### config.mk
export PLATFORM = sky130hd
export DESIGN_NAME = slip_frame_decoder_top
export DESIGN_NICKNAME = d
export VERILOG_FILES = /design/src/rtl/sfd_pkg.sv /design/src/rtl/slip_frame_decoder_top.sv
export SDC_FILE = /design/constraint.sdc
export NUM_CORES = 1
export LEC_CHECK = 0
export CAP_MARGIN = 10
export CORE_MARGIN = 1
export CORE_UTILIZATION = 45
export DETAILED_ROUTE_END_ITERATION = 16
export DONT_BUFFER_PORTS = 1
export PLACE_DENSITY = 0.61
export RECOVER_POWER = 25
export SLEW_MARGIN = 20
export SYNTH_ARGS = -nofsm -noshare
export SYNTH_HDL_FRONTEND = slang
export SYNTH_SLANG_ARGS = --single-unit
### constraint.sdc
create_clock -name clk -period 11.5 [get_ports clk]
set_clock_uncertainty 0.15 [all_clocks]
set_input_delay 1.15 -clock clk [delete_from_list [all_inputs] [get_ports clk]]
set_output_delay 1.15 -clock clk [all_outputs]
set_load 0.02 [all_outputs]
### src/rtl/sfd_pkg.sv
// Shared types and constants for the SLIP frame decoder.
// No dependencies; imported by the top level and its checker.
`default_nettype none

package sfd_pkg;

    // SLIP special characters
    localparam logic [7:0] SLIP_END  = 8'hC0;
    localparam logic [7:0] SLIP_ESC  = 8'hDB;
    localparam logic [7:0] SLIP_TEND = 8'hDC;
    localparam logic [7:0] SLIP_TESC = 8'hDD;

    localparam int unsigned LEN_W = 12;
    localparam int unsigned CNT_W = 32;

    localparam logic [LEN_W-1:0] MAX_FRAME_LEN_RESET = 12'd1006;

    // Request codes
    localparam logic REQ_BYTE   = 1'b0;
    localparam logic REQ_REOPEN = 1'b1;

    typedef struct packed {
        logic       req_type;
        logic [7:0] line_byte;
    } sfd_in_t;

    typedef struct packed {
        logic             is_data;
        logic             is_frame_end;
        logic             restarted;
        logic [7:0]       out_byte;
        logic [LEN_W-1:0] frame_len;
        logic [CNT_W-1:0] good_frames;
        logic [CNT_W-1:0] error_count;
    } sfd_out_t;

endpackage

`default_nettype wire

### src/rtl/slip_frame_decoder_top.sv
// SLIP receive decoder: unstuffs line words into payload words and frame ends.
// Depends on sfd_pkg.
`default_nettype none

// Usage: each input word is a received line byte or a reopen request. The
// block takes one word per cycle while the output is not stalled. An
// accepted word sits in the input register, then a single pass of logic
// updates the decoder state (escape flag, frame length, frame and error
// counters) and loads the output register, where the result shows until
// it is taken at an edge with out_ready high. Sustained rate is one word
// per cycle while out_ready stays high; state updates loop through the
// decoder state registers. END on an empty frame, ESC and reopen give no
// result. The output register may hold a result while the next word is
// taken; a stalled output stalls the input register, which in turn drops
// in_ready. max_frame_len is written through the cfg channel, which is
// always ready and should only be used while the block is idle.
module slip_frame_decoder_top (
    input  wire logic              clk,
    input  wire logic              rst_n,
    input  wire logic              in_valid,
    output      logic              in_ready,
    input  wire sfd_pkg::sfd_in_t  in_data,
    output      logic              out_valid,
    input  wire logic              out_ready,
    output      sfd_pkg::sfd_out_t out_data,
    input  wire logic              cfg_valid,
    output      logic              cfg_ready,
    input  wire logic [11:0]       cfg_data
);
    import sfd_pkg::*;

    // configuration
    logic [LEN_W-1:0] max_len_reg;

    // input register
    logic    s1_valid_reg;
    sfd_in_t s1_item_reg;

    // decoder state
    logic             esc_reg,   esc_next;
    logic [LEN_W-1:0] len_reg,   len_next;
    logic [CNT_W-1:0] frames_reg, frames_next;
    logic [CNT_W-1:0] errors_reg, errors_next;

    // output register
    logic     out_valid_reg, out_valid_next;
    sfd_out_t out_data_reg,  out_data_next;

    logic       advance;
    logic       has_result;
    logic [7:0] mapped_byte;

    // Input register moves on whenever the output register is free or drains.
    assign advance   = s1_valid_reg && (!out_valid_reg || out_ready);
    assign in_ready  = !s1_valid_reg || advance;
    assign cfg_ready = 1'b1;

    assign out_valid = out_valid_reg;
    assign out_data  = out_data_reg;

    // Undo the escape: transposed END/ESC map back, anything else passes.
    always_comb
    begin
        mapped_byte = s1_item_reg.line_byte;
        if (esc_reg)
        begin
            case (s1_item_reg.line_byte)
                SLIP_TEND: mapped_byte = SLIP_END;
                SLIP_TESC: mapped_byte = SLIP_ESC;
                default:   mapped_byte = s1_item_reg.line_byte;
            endcase
        end
    end

    always_comb
    begin
        esc_next      = esc_reg;
        len_next      = len_reg;
        frames_next   = frames_reg;
        errors_next   = errors_reg;
        has_result    = 1'b0;
        out_data_next = '0;

        if (s1_item_reg.req_type == REQ_REOPEN)
        begin
            // drop partial frame, counters survive
            esc_next = 1'b0;
            len_next = '0;
        end
        else if (s1_item_reg.line_byte == SLIP_END)
        begin
            // empty frames are silently skipped; escape flag untouched
            if (len_reg != '0)
            begin
                frames_next                = frames_reg + 1'b1;
                len_next                   = '0;
                has_result                 = 1'b1;
                out_data_next.is_frame_end = 1'b1;
            end
        end
        else if (s1_item_reg.line_byte == SLIP_ESC)
        begin
            esc_next = 1'b1;
        end
        else
        begin
            esc_next   = 1'b0;
            has_result = 1'b1;
            out_data_next.is_data  = 1'b1;
            out_data_next.out_byte = mapped_byte;
            if (len_reg >= max_len_reg)
            begin
                // overflow: restart the frame with this word
                errors_next             = errors_reg + 1'b1;
                len_next                = LEN_W'(1);
                out_data_next.restarted = 1'b1;
            end
            else
            begin
                len_next = len_reg + 1'b1;
            end
        end

        out_data_next.frame_len   = len_next;
        out_data_next.good_frames = frames_next;
        out_data_next.error_count = errors_next;
    end

    always_comb
    begin
        if (advance)
            out_valid_next = has_result;
        else if (out_ready)
            out_valid_next = 1'b0;
        else
            out_valid_next = out_valid_reg;
    end

    always_ff @(posedge clk or negedge rst_n)
    begin
        if (!rst_n)
        begin
            max_len_reg   <= MAX_FRAME_LEN_RESET;
            s1_valid_reg  <= 1'b0;
            esc_reg       <= 1'b0;
            len_reg       <= '0;
            frames_reg    <= '0;
            errors_reg    <= '0;
            out_valid_reg <= 1'b0;
        end
        else
        begin
            if (cfg_valid && cfg_ready)
                max_len_reg <= cfg_data;
            if (in_ready)
                s1_valid_reg <= in_valid;
            if (advance)
            begin
                esc_reg    <= esc_next;
                len_reg    <= len_next;
                frames_reg <= frames_next;
                errors_reg <= errors_next;
            end
            out_valid_reg <= out_valid_next;
        end
    end

    // payload registers, no reset
    always_ff @(posedge clk)
    begin
        if (in_valid && in_ready)
            s1_item_reg <= in_data;
        if (advance && has_result)
            out_data_reg <= out_data_next;
    end

endmodule

`default_nettype wire

==> run summary <==
Max Cap Viol: 0
CTS tree: built
CP Class: reg -> reg
Wire per inst: 17.0 um
Status: completed
Clock transition at path regs: 0.07 ns
1st-pass router iterations: 6
CP endpoint kind: register
Final GP Congestion: 0.857
Full die area: 20300 sq um
Power Total: 1.57 mW
Max reg flops: 87
CP Launch Type: register
Clk pwr share: 35.7%
Initial antenna violation count: 0
Clock root buffer: clkbuf_16
Sequential-to-total area share from yosys stat: 58.4%
Syn Area/Cell: 11.2 sq um
Crit share post-route: 28.9%
Final HPWL DP: 12100 um
Multi-input gate area: 3480 sq um
First-pass GRT wire length: 29600 um
Aggregate global routing overflow: 0
Post-CTS Hold Buffers: 0
Max Freq: 301 MHz
Placed Instance Area: 9090 sq um
Row cnt: 50
Fill count: 1735
Post-synth net total: 831
Fraction of final layout cells sized beyond drive strength 1: 7.80%
Final nets: 824
N_diodes: 0
Post-synth EDFFs: 96
WP data required: 11.66 ns
Pwr Density: 162 nW/um^2
Cell Area, Synth: 8860 sq um
Post-cts sizing count: 0
Total net switching power: 442 uW
Setup bufs post-CTS: 0
Final WL: 18000 um
Arr. time, crit path: 3.48 ns
Synthesis-to-finish area growth: 9.00%
#FFs+latches synth: 187
Crit-path max FO: 37
CTS Buf Count: 17
Pins Over Slew Limit: 0
Detail Route Antenna Nets: 0
Register area: 5170 sq um
Worst Hold Class: in -> async
Internal power: 1.13 mW
Num ports: 116
Die X-Extent: 142 um
Tot GR Track Use: 19.1%
Tightest Pin Transition: 1.09 ns
Via count: 5756
Synth Instances: 789
Vias in the first global route: 5614
Final setup vio count: 0
Worst vdd ir: 0.113 mV
CTS max path bufs: 2
Final hold vios: 0
Core Area: 19000 sq um
Fin area: 9660 sq um
FFs w/ async S/R, synth: 48.7%
DRT iter0 DRCs: 394
Clk Latency, worst-skew pair: 0.43 ns
# port buffers: 0
Via-to-Cell Ratio: 5.46
Initial Utilization: 46.6%
Pin count of the biggest net entering global routing: 92
H-tree Lvls: 4
Finished Core Util: 50.8%
Unrepaired setup endpoints after global routing: false
Yosys cell types: 55
Tmin final: 3.32 ns
Logic gate share of total power: 11.6%
Static Leak: 3.93 nW
Remaining DRCs: 0
Main synth FF type: edfxtp_1
Setup_tns: 0 ns
Warnings, synthesis: 0
Die height: 142 um
Switching Share: 28.2%
Clock sinks: 187
Worst slew margin: 27.6%
Share of power burned in registers: 52.7%
==> power by group through the flow <==
stage	clock [mW]	sequential (mW)	combinational [mW]
global placement	0	0.838	0.175
CTS	0.571	0.826	0.182
detailed placement	0	0.839	0.180
finish	0.561	0.826	0.182
floorplan	0	0.822	0.144
global route	0.597	0.834	0.204
==> critical path, stage by stage (launching register included) <==
cell and delay, ns:
dfstp_2 0.52, inv_1 0.04, ha_1 0.29, nand4_1 0.14, or3_1 0.41, o32ai_2 0.34
o211ai_2 0.13, buf_4 0.23, inv_2 0.45, nand2_1 0.18, mux2_2 0.32
==> through the flow <==
stage	setup WS, ns	instances	hold WS, ns
after floorplan	5.43	789	0.311
after global placement	8.16	1023	0.326
after detailed placement	8.02	1023	0.326
after CTS	8.00	1055	0.255
after global routing	7.96	1055	0.248
final	8.18	1055	0.272
==> metal layers <==
metal  vias up  part of all wire (%)  GRT usage [%]
li1       2750                     -              -
met1      2803                    46           25.6
met2       178                    46           29.7
met3        25                   5.1           3.90
met4         0                   2.4           8.66
met5         -                     0              0
==> cell usage in the layout (no fill, tap or decap), types with 2 or more instances in the layout <==
master,count
and2_1,7
dfstp_2,8
nor2_1,66
xor2_1,63
nor4_2,3
clkbuf_1,2
buf_4,5
a21boi_0,3
xnor2_1,69
and4_1,4
clkinv_4,4
o211ai_1,7
inv_1,19
a31oi_1,4
mux2_2,3
nand4_1,29
edfxtp_1,96
ha_1,16
or2_2,3
o21a_1,2
or4_1,2
or3_1,11
nand2_1,89
o21ai_0,23
nor4_1,4
a21oi_1,10
nor3_1,29
nand3b_1,2
clkinv_2,3
nand3_1,57
and3_1,19
nand2b_1,4
inv_6,3
clkbuf_16,17
dfrtp_1,83
==> synth_stat cells (2+ instances only) <==
cell type   n  area, sq um
a21boi_0    3         22.5
nand2b_1    4         25.0
clkbuf_1   18         67.6
dfstp_2     8          210
o21ai_0    23          115
ha_1       16          200
nand3_1    57          285
xnor2_1    69          604
dfrtp_1    83         2080
buf_2      11         55.1
xor2_1     63          552
and2_1      7         43.8
nand3b_1    2         15.0
nand4_1    29          181
nand2_1    89          334
or4_1       2         15.0
nor3_1     29          145
or3_1      11         68.8
edfxtp_1   96         2880
nor4_2      3         37.5
and3_1     19          119
or2_2       3         18.8
nor4_1      4         25.0
o21a_1      2         15.0
o211ai_1    7         52.6
nor2_1     67          251
a31oi_1     4         25.0
mux2_2      3         33.8
inv_1      19         71.3
a21oi_1    10         50.1
and4_1      4         35.0
==> layout make-up <==
| type | count | area share [%] |
|---|---|---|
| clock buffers | 20 | 4.63 |
| clock inverters | 12 | 1.18 |
| inverters | 20 | 0.778 |
| multi-input cells | 550 | 36.0 |
| flip-flops and latches | 187 | 53.5 |
| well taps | 260 | 3.37 |
| repair buffers | 6 | 0.505 |
==> worst paths after layout <==
check / from / endpoint / slack, ns / cells past startpoint
min in group clk: frames_reg[31]$_DFFE_PN0P_ / frames_reg[31]$_DFFE_PN0P_ / 0.34 / 1
worst max-delay path: max_len_reg[9]$_DFFE_PN1P_ / errors_reg[1]$_DFFE_PN0P_ / 8.18 / 10
worst max register to register: max_len_reg[9]$_DFFE_PN1P_ / errors_reg[1]$_DFFE_PN0P_ / 8.18 / 10
worst min register to register: frames_reg[31]$_DFFE_PN0P_ / frames_reg[31]$_DFFE_PN0P_ / 0.34 / 1
worst min-delay path: rst_n / len_reg[5]$_DFFE_PN0P_ / 0.27 / 0
max in group asynchronous: rst_n / max_len_reg[5]$_DFFE_PN1P_ / 10.74 / 0
==> kinds of logic (layout without fill, tap and decap cells) <==
| group | Yosys count | after routing | synth area share (%) |
|---|---|---|---|
| flip-flops | 187 | 187 | 58.4 |
| adder cells (fa/ha/maj) | 16 | 16 | 2.26 |
| other | 1 | 1 | 0.0423 |
| AND/OR/NAND/NOR | 341 | 341 | 19.3 |
| multiplexers | 3 | 3 | 0.381 |
| XOR/XNOR | 132 | 132 | 13.1 |
| buffers and inverters | 52 | 58 | 2.49 |
| AO/OA/AOI/OAI | 57 | 57 | 4.12 |
Power figures use the tool's default switching activity.
